`src/rtl/core/isst_pkg.sv`:
```
// Shared types and constants for the interval sample statistics block.
// Holds the word layouts of the input and result channels and of the front-to-back queue.
// No dependencies.
package isst_pkg;

  localparam int unsigned TimeBits = 48;
  localparam int unsigned SampleW  = 32;
  localparam int unsigned CountW   = 32;
  localparam int unsigned SumW     = 64;
  localparam int unsigned LenW     = 32;

  localparam logic [LenW-1:0]   LenReset = 32'd1000000;
  localparam logic [CountW-1:0] CountMax = '1;
  localparam logic [SumW-1:0]   SumMax   = {1'b0, {(SumW-1){1'b1}}};
  localparam logic [SumW-1:0]   SumMin   = {1'b1, {(SumW-1){1'b0}}};

  typedef enum logic {
    OP_RECORD = 1'b0,
    OP_READ   = 1'b1
  } isst_op_e;

  typedef struct packed {
    isst_op_e                   op;
    logic [TimeBits-1:0]        now;
    logic signed [SampleW-1:0]  value;
  } isst_in_t;

  typedef struct packed {
    logic [CountW-1:0]          count;
    logic signed [SumW-1:0]     sum;
    logic signed [SampleW-1:0]  min_value;
    logic signed [SampleW-1:0]  max_value;
    logic                       has_samples;
  } isst_out_t;

  // Classified word: interval number already worked out by the front.
  typedef struct packed {
    isst_op_e                   op;
    logic [TimeBits-1:0]        iv;
    logic signed [SampleW-1:0]  sample;
  } isst_cls_t;

endpackage

```
`src/rtl/core/isst_fifo.sv`:
```
// Two-entry word queue used between front and back and on the result side.
// Generic over the word width; no package dependency.
module isst_fifo #(
  parameter int unsigned Width = 8
) (
  input  logic             clk_i,
  input  logic             rst_ni,
  input  logic             push_i,
  input  logic [Width-1:0] data_i,
  output logic             full_o,
  input  logic             pop_i,
  output logic [Width-1:0] data_o,
  output logic             empty_o
);

  localparam int unsigned Depth = 2;
  localparam int unsigned PtrW  = $clog2(Depth);
  localparam int unsigned CntW  = $clog2(Depth + 1);

  logic [Width-1:0] mem_q [Depth];
  logic [PtrW-1:0]  wr_ptr_q, wr_ptr_d;
  logic [PtrW-1:0]  rd_ptr_q, rd_ptr_d;
  logic [CntW-1:0]  cnt_q, cnt_d;
  logic             do_push, do_pop;

  assign full_o  = (cnt_q == CntW'(Depth));
  assign empty_o = (cnt_q == '0);
  assign do_push = push_i && !full_o;
  assign do_pop  = pop_i && !empty_o;
  assign data_o  = mem_q[rd_ptr_q];

  always_comb begin
    wr_ptr_d = wr_ptr_q;
    rd_ptr_d = rd_ptr_q;
    cnt_d    = cnt_q;
    if (do_push) begin
      wr_ptr_d = (wr_ptr_q == PtrW'(Depth - 1)) ? '0 : wr_ptr_q + PtrW'(1);
    end
    if (do_pop) begin
      rd_ptr_d = (rd_ptr_q == PtrW'(Depth - 1)) ? '0 : rd_ptr_q + PtrW'(1);
    end
    if (do_push && !do_pop) begin
      cnt_d = cnt_q + CntW'(1);
    end else if (do_pop && !do_push) begin
      cnt_d = cnt_q - CntW'(1);
    end
  end

  always_ff @(posedge clk_i or negedge rst_ni) begin
    if (!rst_ni) begin
      wr_ptr_q <= '0;
      rd_ptr_q <= '0;
      cnt_q    <= '0;
    end else begin
      wr_ptr_q <= wr_ptr_d;
      rd_ptr_q <= rd_ptr_d;
      cnt_q    <= cnt_d;
    end
  end

  always_ff @(posedge clk_i) begin
    if (do_push) begin
      mem_q[wr_ptr_q] <= data_i;
    end
  end

endmodule

```
`src/rtl/core/isst_front.sv`:
```
// Front end: accepts an input word, extends the sample and divides the
// timestamp by the interval length, one quotient bit a cycle.
// Depends on isst_pkg.
module isst_front #(
  parameter int unsigned SampleBits = 32
) (
  input  logic                      clk_i,
  input  logic                      rst_ni,
  input  logic [isst_pkg::LenW-1:0] len_i,
  input  logic                      push_i,
  input  isst_pkg::isst_in_t        data_i,
  output logic                      full_o,
  output isst_pkg::isst_cls_t       cls_o,
  output logic                      cls_push_o,
  input  logic                      cls_full_i
);

  import isst_pkg::*;

  localparam int unsigned ShAmt = SampleW - SampleBits;
  localparam int unsigned StepW = $clog2(TimeBits);

  localparam logic [1:0] StIdle = 2'd0;
  localparam logic [1:0] StDiv  = 2'd1;
  localparam logic [1:0] StPush = 2'd2;

  logic [1:0]                state_q, state_d;
  logic [StepW-1:0]          step_q, step_d;
  logic [TimeBits-1:0]       quot_q;
  logic [LenW-1:0]           rem_q;
  logic [LenW-1:0]           div_q;
  isst_op_e                  op_q;
  logic signed [SampleW-1:0] smp_q;

  logic                      accept;
  logic [LenW:0]             trial;
  logic [LenW:0]             diff;
  logic                      ge;
  logic [LenW-1:0]           rem_d;
  logic signed [SampleW-1:0] smp_sh;
  logic signed [SampleW-1:0] smp_ext;

  assign accept = push_i && (state_q == StIdle);
  assign full_o = (state_q != StIdle);

  // Keep only the low SampleBits of the value, sign-extended.
  assign smp_sh  = data_i.value <<< ShAmt;
  assign smp_ext = smp_sh >>> ShAmt;

  // Restoring division step: shift in the next dividend bit, subtract if it fits.
  assign trial = {rem_q, quot_q[TimeBits-1]};
  assign ge    = (trial >= {1'b0, div_q});
  assign diff  = trial - {1'b0, div_q};
  assign rem_d = ge ? diff[LenW-1:0] : trial[LenW-1:0];

  assign cls_o      = '{op: op_q, iv: quot_q, sample: smp_q};
  assign cls_push_o = (state_q == StPush) && !cls_full_i;

  always_comb begin
    state_d = state_q;
    step_d  = step_q;
    unique case (state_q)
      StIdle: begin
        step_d = '0;
        if (accept) begin
          state_d = StDiv;
        end
      end
      StDiv: begin
        step_d = step_q + StepW'(1);
        if (step_q == StepW'(TimeBits - 1)) begin
          state_d = StPush;
        end
      end
      StPush: begin
        if (!cls_full_i) begin
          state_d = StIdle;
        end
      end
      default: begin
        state_d = StIdle;
      end
    endcase
  end

  always_ff @(posedge clk_i or negedge rst_ni) begin
    if (!rst_ni) begin
      state_q <= StIdle;
      step_q  <= '0;
    end else begin
      state_q <= state_d;
      step_q  <= step_d;
    end
  end

  always_ff @(posedge clk_i) begin
    if (accept) begin
      quot_q <= data_i.now;
      rem_q  <= '0;
      // a zero length counts as one tick
      div_q  <= (len_i == '0) ? LenW'(1) : len_i;
      op_q   <= data_i.op;
      smp_q  <= smp_ext;
    end else if (state_q == StDiv) begin
      quot_q <= {quot_q[TimeBits-2:0], ge};
      rem_q  <= rem_d;
    end
  end

endmodule

```
`src/rtl/core/isst_back.sv`:
```
// Back end: rolls the interval slots, folds samples into the current slot
// and forms the read word from the last complete interval.
// Depends on isst_pkg.
module isst_back (
  input  logic                clk_i,
  input  logic                rst_ni,
  input  isst_pkg::isst_cls_t cls_i,
  input  logic                cls_empty_i,
  output logic                cls_pop_o,
  output isst_pkg::isst_out_t res_o,
  output logic                res_push_o,
  input  logic                res_full_i
);

  import isst_pkg::*;

  logic [TimeBits-1:0]       ivn_q, ivn_nx_q;
  logic [CountW-1:0]         cur_cnt_q, cur_cnt_d, last_cnt_q, last_cnt_d;
  logic signed [SumW-1:0]    cur_sum_q, cur_sum_d, last_sum_q, last_sum_d;
  logic signed [SampleW-1:0] cur_min_q, cur_min_d, last_min_q, last_min_d;
  logic signed [SampleW-1:0] cur_max_q, cur_max_d, last_max_q, last_max_d;

  logic                      is_same, is_next, take;
  logic [CountW-1:0]         b_cnt;
  logic signed [SumW-1:0]    b_sum;
  logic signed [SampleW-1:0] b_min, b_max;
  logic signed [SumW-1:0]    v64, sum_raw;
  logic                      ovf;

  assign is_same = (cls_i.iv == ivn_q);
  assign is_next = (cls_i.iv == ivn_nx_q);

  // Records never stall; reads wait for room on the result side.
  assign take       = !cls_empty_i && ((cls_i.op == OP_RECORD) || !res_full_i);
  assign cls_pop_o  = take;
  assign res_push_o = take && (cls_i.op == OP_READ);

  // Current slot survives only within the same interval.
  assign b_cnt = is_same ? cur_cnt_q : '0;
  assign b_sum = is_same ? cur_sum_q : '0;
  assign b_min = is_same ? cur_min_q : '0;
  assign b_max = is_same ? cur_max_q : '0;

  always_comb begin
    if (is_same) begin
      last_cnt_d = last_cnt_q;
      last_sum_d = last_sum_q;
      last_min_d = last_min_q;
      last_max_d = last_max_q;
    end else if (is_next) begin
      last_cnt_d = cur_cnt_q;
      last_sum_d = cur_sum_q;
      last_min_d = cur_min_q;
      last_max_d = cur_max_q;
    end else begin
      last_cnt_d = '0;
      last_sum_d = '0;
      last_min_d = '0;
      last_max_d = '0;
    end
  end

  assign v64     = SumW'(cls_i.sample);
  assign sum_raw = b_sum + v64;
  assign ovf     = (b_sum[SumW-1] == v64[SumW-1]) && (sum_raw[SumW-1] != b_sum[SumW-1]);

  always_comb begin
    cur_cnt_d = b_cnt;
    cur_sum_d = b_sum;
    cur_min_d = b_min;
    cur_max_d = b_max;
    if (cls_i.op == OP_RECORD) begin
      if (b_cnt == '0) begin
        cur_min_d = cls_i.sample;
        cur_max_d = cls_i.sample;
      end else begin
        cur_min_d = (cls_i.sample < b_min) ? cls_i.sample : b_min;
        cur_max_d = (cls_i.sample > b_max) ? cls_i.sample : b_max;
      end
      cur_cnt_d = (b_cnt == CountMax) ? b_cnt : b_cnt + CountW'(1);
      // clamp to the rail on the side of the sample's sign
      cur_sum_d = ovf ? (v64[SumW-1] ? SumMin : SumMax) : sum_raw;
    end
  end

  always_comb begin
    res_o.count       = last_cnt_d;
    res_o.sum         = last_sum_d;
    res_o.has_samples = (last_cnt_d != '0);
    res_o.min_value   = res_o.has_samples ? last_min_d : '0;
    res_o.max_value   = res_o.has_samples ? last_max_d : '0;
  end

  always_ff @(posedge clk_i or negedge rst_ni) begin
    if (!rst_ni) begin
      ivn_q      <= '0;
      ivn_nx_q   <= TimeBits'(1);
      cur_cnt_q  <= '0;
      cur_sum_q  <= '0;
      cur_min_q  <= '0;
      cur_max_q  <= '0;
      last_cnt_q <= '0;
      last_sum_q <= '0;
      last_min_q <= '0;
      last_max_q <= '0;
    end else if (take) begin
      ivn_q      <= cls_i.iv;
      ivn_nx_q   <= cls_i.iv + TimeBits'(1);
      cur_cnt_q  <= cur_cnt_d;
      cur_sum_q  <= cur_sum_d;
      cur_min_q  <= cur_min_d;
      cur_max_q  <= cur_max_d;
      last_cnt_q <= last_cnt_d;
      last_sum_q <= last_sum_d;
      last_min_q <= last_min_d;
      last_max_q <= last_max_d;
    end
  end

endmodule

```
`src/rtl/core/interval_sample_stats.sv`:
```
// Top level of the interval sample statistics block.
// Depends on isst_pkg, isst_front, isst_fifo and isst_back.
//
// Channel   Direction  Handshake                 Word
// -------   ---------  ------------------------  -------------------------
// input     in         push_i / full_o           data_i   (isst_in_t)
// result    out        empty_o / pop_i           result_o (isst_out_t)
// config    in         cfg_valid_i / cfg_ready_o cfg_data_i (interval length)
//
// The front loads each word, runs it through the bit-serial divider (one
// quotient bit per timestamp bit) and hands it over; it takes no new word
// until the last is handed over. The back folds a word in as it pops it.
// Reset clears all statistics and sets the length to 1000000. A full result
// queue holds a read at the head of the middle queue, and all words behind
// it; the front stalls only once that queue fills.
module interval_sample_stats #(
  parameter int unsigned SAMPLE_BITS = 32
) (
  input  logic                      clk_i,
  input  logic                      rst_ni,
  input  logic                      push_i,
  input  isst_pkg::isst_in_t        data_i,
  output logic                      full_o,
  output logic                      empty_o,
  input  logic                      pop_i,
  output isst_pkg::isst_out_t       result_o,
  input  logic                      cfg_valid_i,
  output logic                      cfg_ready_o,
  input  logic [isst_pkg::LenW-1:0] cfg_data_i
);

  import isst_pkg::*;

  logic [LenW-1:0]               len_q;
  isst_cls_t                     cls_in, cls_out;
  logic                          mid_push, mid_full, mid_empty, mid_pop;
  logic [$bits(isst_cls_t)-1:0]  mid_data;
  isst_out_t                     res_word;
  logic                          res_push, res_full;
  logic [$bits(isst_out_t)-1:0]  res_data;

  assign cfg_ready_o = 1'b1;

  always_ff @(posedge clk_i or negedge rst_ni) begin
    if (!rst_ni) begin
      len_q <= LenReset;
    end else if (cfg_valid_i && cfg_ready_o) begin
      len_q <= cfg_data_i;
    end
  end

  isst_front #(
    .SampleBits (SAMPLE_BITS)
  ) u_front (
    .clk_i      (clk_i),
    .rst_ni     (rst_ni),
    .len_i      (len_q),
    .push_i     (push_i),
    .data_i     (data_i),
    .full_o     (full_o),
    .cls_o      (cls_in),
    .cls_push_o (mid_push),
    .cls_full_i (mid_full)
  );

  isst_fifo #(
    .Width ($bits(isst_cls_t))
  ) u_mid_fifo (
    .clk_i   (clk_i),
    .rst_ni  (rst_ni),
    .push_i  (mid_push),
    .data_i  (cls_in),
    .full_o  (mid_full),
    .pop_i   (mid_pop),
    .data_o  (mid_data),
    .empty_o (mid_empty)
  );

  assign cls_out = isst_cls_t'(mid_data);

  isst_back u_back (
    .clk_i       (clk_i),
    .rst_ni      (rst_ni),
    .cls_i       (cls_out),
    .cls_empty_i (mid_empty),
    .cls_pop_o   (mid_pop),
    .res_o       (res_word),
    .res_push_o  (res_push),
    .res_full_i  (res_full)
  );

  isst_fifo #(
    .Width ($bits(isst_out_t))
  ) u_res_fifo (
    .clk_i   (clk_i),
    .rst_ni  (rst_ni),
    .push_i  (res_push),
    .data_i  (res_word),
    .full_o  (res_full),
    .pop_i   (pop_i),
    .data_o  (res_data),
    .empty_o (empty_o)
  );

  assign result_o = isst_out_t'(res_data);

  // Neither queue may be pushed while full: a word would be dropped.
  a_mid_no_overrun: assert property (@(posedge clk_i) disable iff (!rst_ni)
    mid_push |-> !mid_full)
    else $error("middle queue pushed while full");

  a_res_no_overrun: assert property (@(posedge clk_i) disable iff (!rst_ni)
    res_push |-> !res_full)
    else $error("result queue pushed while full");

  // An accepted word keeps the front busy for the divide.
  a_front_busy: assert property (@(posedge clk_i) disable iff (!rst_ni)
    (push_i && !full_o) |=> full_o)
    else $error("front free right after accepting a word");

  a_has_samples: assert property (@(posedge clk_i) disable iff (!rst_ni)
    !empty_o |-> (result_o.has_samples == (result_o.count != '0)))
    else $error("has_samples disagrees with count");

endmodule

```
`config.mk`:
```
export PLATFORM = sky130hd
export DESIGN_NAME = interval_sample_stats
export DESIGN_NICKNAME = d
export VERILOG_FILES = /design/src/rtl/core/isst_pkg.sv /design/src/rtl/core/isst_fifo.sv /design/src/rtl/core/isst_front.sv /design/src/rtl/core/isst_back.sv /design/src/rtl/core/interval_sample_stats.sv
export SDC_FILE = /design/constraint.sdc
export NUM_CORES = 2
export LEC_CHECK = 0
export ABC_AREA = 1
export BUFFER_PORTS_ARGS = -buffer_cell sky130_fd_sc_hd__buf_4
export CAP_MARGIN = 5
export CORE_MARGIN = 4
export CORE_UTILIZATION = 45
export DETAILED_ROUTE_END_ITERATION = 10
export SYNTH_ARGS = -nofsm -noshare
export SYNTH_HDL_FRONTEND = slang
export SYNTH_SLANG_ARGS = --single-unit
```
`constraint.sdc`:
```
create_clock -name clk_i -period 18.1 [get_ports clk_i]
set_input_delay 3.62 -clock clk_i [delete_from_list [all_inputs] [get_ports clk_i]]
set_output_delay 3.62 -clock clk_i [all_outputs]
set_load 0.05 [all_outputs]
```
# --- Yosys cells after proc, flatten, opt, wreduce, memory -nomap -nowiden ---
# Memory sizes are Yosys's and may differ from the RTL's.
# Index checks and enable logic that the tools add are counted.
totals:
  reg_bits: 609
  latch_bits: 0
  mem_bits_rw: 484
  rom_bits: 0
  inputBits: 118
  out_inout_bits: 164
  word_cells: 135
  n_memories: 2
memory_table:
  columns: ["memory", "depth", "word_bits", "rd", "rd_clocked_by_memory_dff", "wr", "line_no", "source"]
  rows:
  - ["u_res_fifo.mem_q", 2, 161, 1, 0, 1, "isst_fifo.sv:20", "logic [Width-1:0] mem_q [Depth];"]
  - ["u_mid_fifo.mem_q", 2, 81, 1, 0, 1, "isst_fifo.sv:20", null]
classes:
  add_sub_neg: 13
  n_mul: 0
  div_mod_pow: 0
  magnitude_cmp: 3
  eq_ne: 13
  n_shift: 0
  mux: 45
  bitwise_logic: 1
  reduce_logical: 34
op_table:
  columns: ["op", "n"]
  rows:
  - ["$mux W32", 20]
  - ["$mux W64", 6]
  - ["$eq A48 B48 Y1", 2]
  - ["$mux W48", 2]
  - ["$add A64 B32 Y64", 1]
  - ["$logic_not A32 Y1", 2]
  - ["$add A48 B1 Y48 const B", 1]
  - ["$ge A33 B32 Y1", 1]
  - ["$add A32 B1 Y32 const B", 1]
  - ["$eq A32 B32 Y1 const B", 1]
  - ["$gt A32 B32 Y1", 1]
  - ["$lt A32 B32 Y1", 1]
  - ["$reduce_bool A32 Y1", 1]
  - ["$sub A32 B32 Y32", 1]
  - ["$mux W2", 7]
  - ["$logic_and A1 B1 Y1", 13]
  - ["$pmux W6 S2", 1]
  - ["$reduce_bool A2 Y1", 5]
  - ["$logic_not A1 Y1", 8]
  - ["$mux W1", 8]
  - ["$add A6 B1 Y6 const B", 1]
  - ["$eq A2 B2 Y1 const B", 3]
  - ["$eq A6 B6 Y1 const B", 1]
  - ["$logic_not A2 Y1", 3]
  - ["12 further kinds", 18]

# --- Longest topological paths before layout ---
depth:
  word_depth: 10
  ltp_mapped: 44
  depth_no_buf: 35

# --- Cells and area by module ---
# From an unflattened synthesis, not the netlist that was laid out.
unflattened:
  hier_cells: 6682
  hier_area_um2: 56539.2
modules_own_cells:
  columns: ["mod", "n_inst", "cells_per_inst", "area_each_um2"]
  rows:
  - ["isst_back", 1, 4069, 28265.9]
  - ["isst_fifo (u_res_fifo)", 1, 872, 11975.2]
  - ["isst_front", 1, 1149, 8837.2]
  - ["isst_fifo (u_mid_fifo)", 1, 454, 6148.4]
  - ["interval_sample_stats", 1, 138, 1312.5]

# --- Worst setup path before layout ---
# Ideal clock, no wire load.
synth_path:
  path_kind: "reg-to-reg"
  startpoint: "register u_mid_fifo.rd_ptr_q"
  endpoint: "memory u_res_fifo.mem_q[0][0] in the netlist's numbering, enable pin"
  arrival_ps: 8212
  setup_slack_ps: 9205
  stages_incl_launch_ff: 11
  n_path_buf: 3
  period_less_slack_ps: 8895
  path_cell_list: "dfrtp_1 > buf_4 > inv_4 > clkbuf_1 > nand2_1 > nand2_1 > inv_2 > clkbuf_1 > nor2_1 > inv_1 > nor2_1"
synth_via:
  elab_chain_cells: 8
synth_rtl:
  columns: ["element", "line_no", "source"]
  rows:
  - ["from (decl)", "isst_fifo.sv:22", "logic [PtrW-1:0] rd_ptr_q, rd_ptr_d;"]
  - ["from (signal assigned)", "isst_fifo.sv:56", "rd_ptr_q <= rd_ptr_d;"]
  - ["$mem_v2 Z2 W81 (*)", null, null]
  - ["$not A1 Y1", "isst_back.sv:34", "assign take = !cls_empty_i && ((cls_i.op == OP_RECORD) || !res_full_i);"]
  - ["$logic_or A1 B1 Y1", "isst_back.sv:34", null]
  - ["$logic_and A1 B1 Y1", "isst_back.sv:34", null]
  - ["$logic_and A1 B1 Y1 (*)", "isst_back.sv:36", "assign res_push_o = take && (cls_i.op == OP_READ);"]
  - ["$logic_and A1 B1 Y1 (*)", "isst_fifo.sv:28", "assign do_push = push_i && !full_o;"]
  - ["net u_res_fifo.do_push", "isst_fifo.sv:24", "logic do_push, do_pop;"]
  - ["$mux W1 (*)", "isst_fifo.sv:62", "if (do_push) begin"]
  - ["$mux W1 (implied by the code) (*)", "isst_fifo.sv:63", "mem_q[wr_ptr_q] <= data_i;"]
  - ["to (decl)", "isst_fifo.sv:20", null]
# The timed path passes the listed nets; every way through them passes the cells marked *.

# --- Worst setup path after layout ---
layout_path:
  startpoint: "register u_mid_fifo.rd_ptr_q"
  endpoint: "register u_back.cur_sum_q[0]"
layout_via:
  elab_chain_cells: 8
  elab_cells_between_ends: 13
  cone_classes: "1 x add/sub; 3 x eq/ne; 4 x mux; 1 x bitwise; 3 x reduce/logical; 1 x memory"
layout_rtl:
  columns: ["element", "line_no", "source"]
  rows:
  - ["$mem_v2 Z2 W81 (*)", null, null]
  - ["$eq A48 B48 Y1", "isst_back.sv:30", "assign is_same = (cls_i.iv == ivn_q);"]
  - ["$mux W64", "isst_back.sv:40", "assign b_sum = is_same ? cur_sum_q : '0;"]
  - ["$add A64 B32 Y64", "isst_back.sv:64", "assign sum_raw = b_sum + v64;"]
  - ["$ne A1 B1 Y1", "isst_back.sv:65", "assign ovf = (b_sum[SumW-1] == v64[SumW-1]) && (sum_raw[SumW-1] != b_sum[SumW-1]);"]
  - ["$logic_and A1 B1 Y1", "isst_back.sv:65", null]
  - ["$mux W64", "isst_back.sv:82", "cur_sum_d = ovf ? (v64[SumW-1] ? SumMin : SumMax) : sum_raw;"]
  - ["$mux W64", "isst_back.sv:72", "if (cls_i.op == OP_RECORD) begin"]
  - ["to (signal assigned)", "isst_back.sv:110", "cur_sum_q <= cur_sum_d;"]
  - ["to (decl)", "isst_back.sv:19", "logic signed [SumW-1:0] cur_sum_q, cur_sum_d, last_sum_q, last_sum_d;"]
# Every way passes the cells marked *; elsewhere a longest branch is shown, timed or not.
# A chain may end at the register's enable or synchronous reset.

==> out/metrics.yaml <==
logic_synthesis:
  yosys_most_used_dff: "sky130_fd_sc_hd__edfxtp_1"
  post_synthesis_instance_area_sq_mm: 0.05683
  yosys_warnings: 0
  avgSynthCellArea_sq_um: 8.515
  synthesis.instances: 6674
  synthAdderAreaFrac_pct: 3.717
  synth_compound_gate_area_share_pct: 11.48
  post_synth_num_cell_types: 61
  fraction_of_synthesized_cell_area_in_xor_and_xnor_cells_pct: 2.466
  yosys_register_bits: 1093
  ys_seq_area_share_pct: 53.12
  synth.area.mux_share_pct: 0.7552
  async_flop_share_pct: 42.45
  synthSimpleGateAreaFrac_pct: 21.09
  synth_edf_count: 597
  syn_nets: 6959
  synth_top_family_by_area: "simple AND/OR/NAND/NOR gates"
sta:
  final_min_period_over_clock_period_pct: 48.39
  totalNegativeSetupSlack_ns: 0
  finalClockSkew_ns: 0.04094
  fin_crit_ns: 8.759
  max-slew-margin-rel_pct: 18.25
  finalSetupViolations: 0
  finalHoldViolations: 0
  fmax_mhz: 114.2
  holdWs_ns: 0.4399
  post-route-worst-setup-slack_ns: 9.341
  number_of_pins_with_negative_max_slew_slack_in_the_final_report: 0
  tightest_slew_ns: 1.223
  unrepaired_setup_endpoints_after_global_routing: "false"
finish:
  fin_util_pct: 50.94
  fill_cells: 11930
  final_layout_size_suffix_gt1_share_pct: 8.911
  mostFrequentLayoutCell: "sky130_fd_sc_hd__nand2_1"
  final_nets: 7073
  layout_common_cells: "sky130_fd_sc_hd__nand2_1 (1900), sky130_fd_sc_hd__inv_1 (735), sky130_fd_sc_hd__nor2_1 (608)"
  flow.area_growth_from_synthesis_pct: 12.57
  multiInputGateArea_sq_mm: 0.02253
  final-seq-area_sq_mm: 0.03020
placed_design:
  dp_slack_ns: 9.459
  finalWeightedCongestion: 0.9290
  portBuffers: 280
  post-dp-hpwl_microns: 109600
routing:
  avgViaCountPerCell: 5.267
  vias: 44990
  drt_pass1_iterations: 6
  routed_wl_microns: 157700
  drc: 0
  first_iter_violations: 3772
  post_route_ant_nets: 0
  routedWlPerCell_microns: 18.47
grt:
  gr_ovfl_total: 0
  grtUsageMet3_pct: 2.883
  grt_pass1_vias: 43610
  grt_use_met1_pct: 33.54
  grt_max_degree: 181
  initial_antenna_violation_count: 2
  grt_pass1_wl_microns: 248600
  peak_usage_layer_in_the_global_routing_report: "met2"
  gr-usage-met2_pct: 38.43
  track_usage_pct: 23.74
floorplan:
  fp.dieW_microns: 363.4
  effective_utilization_at_floorplan_pct: 45.26
  floorplan.io_pins: 282
  core.rowCount: 130
  die_area_sq_mm: 0.1320
  core_area_sq_mm: 0.1256
  floorplan.die.height_microns: 363.4
worst_setup_path:
  critical_path_peak_fanout: 98
  timing.critical_path.to_type: "flip-flop"
  slowest_stage: "sky130_fd_sc_hd__inv_4"
  crit_path_frequent_cell: "sky130_fd_sc_hd__nand2_1"
  worst_ep_required_time_ns: 18.69
  crit_path_start_kind: "flip-flop"
  worst_endpoint_data_arrival_time_ns: 9.35
  critPathKind: "reg2reg"
  critPathMaxStageDelay_ns: 0.77
cts:
  cts.htree.levels: 3
  cts_made_buffers: 117
  clk_pin_slew_ns: 0.06
  cts_buffer_depth: 3
  post_cts_gate_resize_count: 0
  clock_sinks: 1093
  post-cts-setup-buffers: 0
  worst_skew_pair.late_latency_ns: 0.74
  clock_tree.root_cell: "sky130_fd_sc_hd__clkbuf_16"
  tritoncts: "built"
  ctsHoldBuffers: 0
flow_run:
  cap_viol_max_count: 0
power:
  standby_leakage_power_nw: 28.25
  p_total_mw: 11.21
  cellPowerDensity_mw_per_mm2: 175.3
  worst_ir_drop_vdd_uv: 113.4
hold_path:
  worst_hold_path_type: "reg2reg"
status:
  outcome: "complete, no violations"
-- power by group --
group	leakage, nW	total, mW	switching, mW	internal [mW]
registers	11.9	3.83	0.349	3.48
clock network	1.89	2.41	1.02	1.40
logic	14.5	4.97	3.59	1.38
total	28.3	11.2	4.96	6.25
-- worst max-delay path, delay by kind of cell (launching register included) --
kind                       cells  cell delay (ns)
buffers and inverters          5             2.45
DFF                            1             0.64
xor gates and xnor gates       1             0.13
adders and majority gates      2             0.89
and+or+nand+nor               18             3.19
AOI/OAI and AO/OA              7             1.18
-- final cells by class --
class	count	area share (%)
Sequential cell	1093	47.20
Multi-Input combinational cell	4506	35.23
Clock buffer	149	4.952
Inverter	747	4.424
Timing Repair Buffer	323	3.861
Tap cell	1650	3.227
Clock inverter	72	1.103
Antenna cell	1	0.003912
-- sequential cells by signal (all words and copies together) (netlist names), 6 cells and up --
name               flops
u_back.last_min_q     32
u_front.smp_q         32
u_back.last_cnt_q     32
u_res_fifo.mem_q     322
u_back.last_max_q     32
u_back.ivn_q          48
len_q                 32
u_mid_fifo.mem_q     162
u_back.cur_max_q      32
u_front.step_q         6
u_front.rem_q         32
u_back.cur_min_q      32
u_back.ivn_nx_q       48
u_front.quot_q        48
u_back.cur_cnt_q      32
u_back.last_sum_q     64
u_front.div_q         32
u_back.cur_sum_q      64
-- kinds of logic (layout without fill, tap and decap cells) --
group,Yosys count,count (layout)
AO/OA/AOI/OAI,1159,1159
XOR/XNOR,160,160
adder cells (fa/ha/maj),167,167
buffers and inverters,1075,1291
flip-flops,1093,1093
multiplexers,39,39
other,1,2
AND/OR/NAND/NOR,2980,2980
-- worst paths after layout --
| path | slack [ns] | from | endpoint | depth (start not counted) |
|---|---|---|---|---|
| max in group asynchronous | 12.00 | rst_ni | u_back.last_cnt_q[9] | 4 |
| worst min-delay path | 0.44 | u_front.smp_q[26] | u_mid_fifo.mem_q[0][26] | 0 |
| worst max-delay path | 9.34 | u_mid_fifo.rd_ptr_q | u_back.cur_sum_q[0] | 33 |
| min in group asynchronous | 2.93 | rst_ni | len_q[15] | 1 |
| worst max register to register | 9.34 | u_mid_fifo.rd_ptr_q | u_back.cur_sum_q[0] | 33 |
| worst min register to register | 0.44 | u_front.smp_q[26] | u_mid_fifo.mem_q[0][26] | 0 |
-- routing by layer --
layer / share of wire (%) / routed length, microns
met1: 46 / 73080
met2: 46 / 72410
met3: 4.9 / 7696
met4: 2.9 / 4528
met5: 0 / 0
-- synthesized netlist by cell type (8+ instances only) --
cell type	number	share of area [%]
sky130_fd_sc_hd__nand2_1	1903	13
sky130_fd_sc_hd__inv_1	738	4.9
sky130_fd_sc_hd__nor2_1	614	4.1
sky130_fd_sc_hd__edfxtp_1	597	32
sky130_fd_sc_hd__o21ai_0	481	4.2
sky130_fd_sc_hd__dfrtp_1	456	20
sky130_fd_sc_hd__a21oi_1	338	3.0
sky130_fd_sc_hd__clkbuf_1	245	1.6
sky130_fd_sc_hd__nand3_1	232	2.0
sky130_fd_sc_hd__ha_1	164	3.6
sky130_fd_sc_hd__xor2_1	97	1.5
sky130_fd_sc_hd__nor3_1	78	0.69
sky130_fd_sc_hd__o31ai_1	73	0.96
sky130_fd_sc_hd__xnor2_1	63	0.97
sky130_fd_sc_hd__o211ai_1	58	0.77
sky130_fd_sc_hd__nand4_1	57	0.63
sky130_fd_sc_hd__o22ai_1	57	0.63
sky130_fd_sc_hd__nor4_1	38	0.42
sky130_fd_sc_hd__a31oi_1	37	0.41
sky130_fd_sc_hd__buf_1	34	0.22
sky130_fd_sc_hd__buf_2	32	0.28
sky130_fd_sc_hd__dfxtp_1	32	1.1
sky130_fd_sc_hd__or2_2	32	0.35
sky130_fd_sc_hd__mux2_2	31	0.61
sky130_fd_sc_hd__o21ai_1	27	0.24
sky130_fd_sc_hd__o21a_1	15	0.20
sky130_fd_sc_hd__a211oi_1	14	0.18
sky130_fd_sc_hd__buf_6	10	0.20
sky130_fd_sc_hd__o21bai_1	9	0.12
sky130_fd_sc_hd__o221ai_1	9	0.14
sky130_fd_sc_hd__dfstp_2	8	0.37
sky130_fd_sc_hd__mux2i_1	8	0.14
-- metrics by stage --
| step | std cells | area, sq um |
|---|---|---|
| finish | 8541 | 63970 |
| detailed placement | 8319 | 60100 |
| CTS | 8540 | 63970 |
| floorplan | 6674 | 56830 |
| global route | 8540 | 63970 |
| global placement | 8319 | 60100 |
No activity file was read; power rests on OpenSTA's default activity.
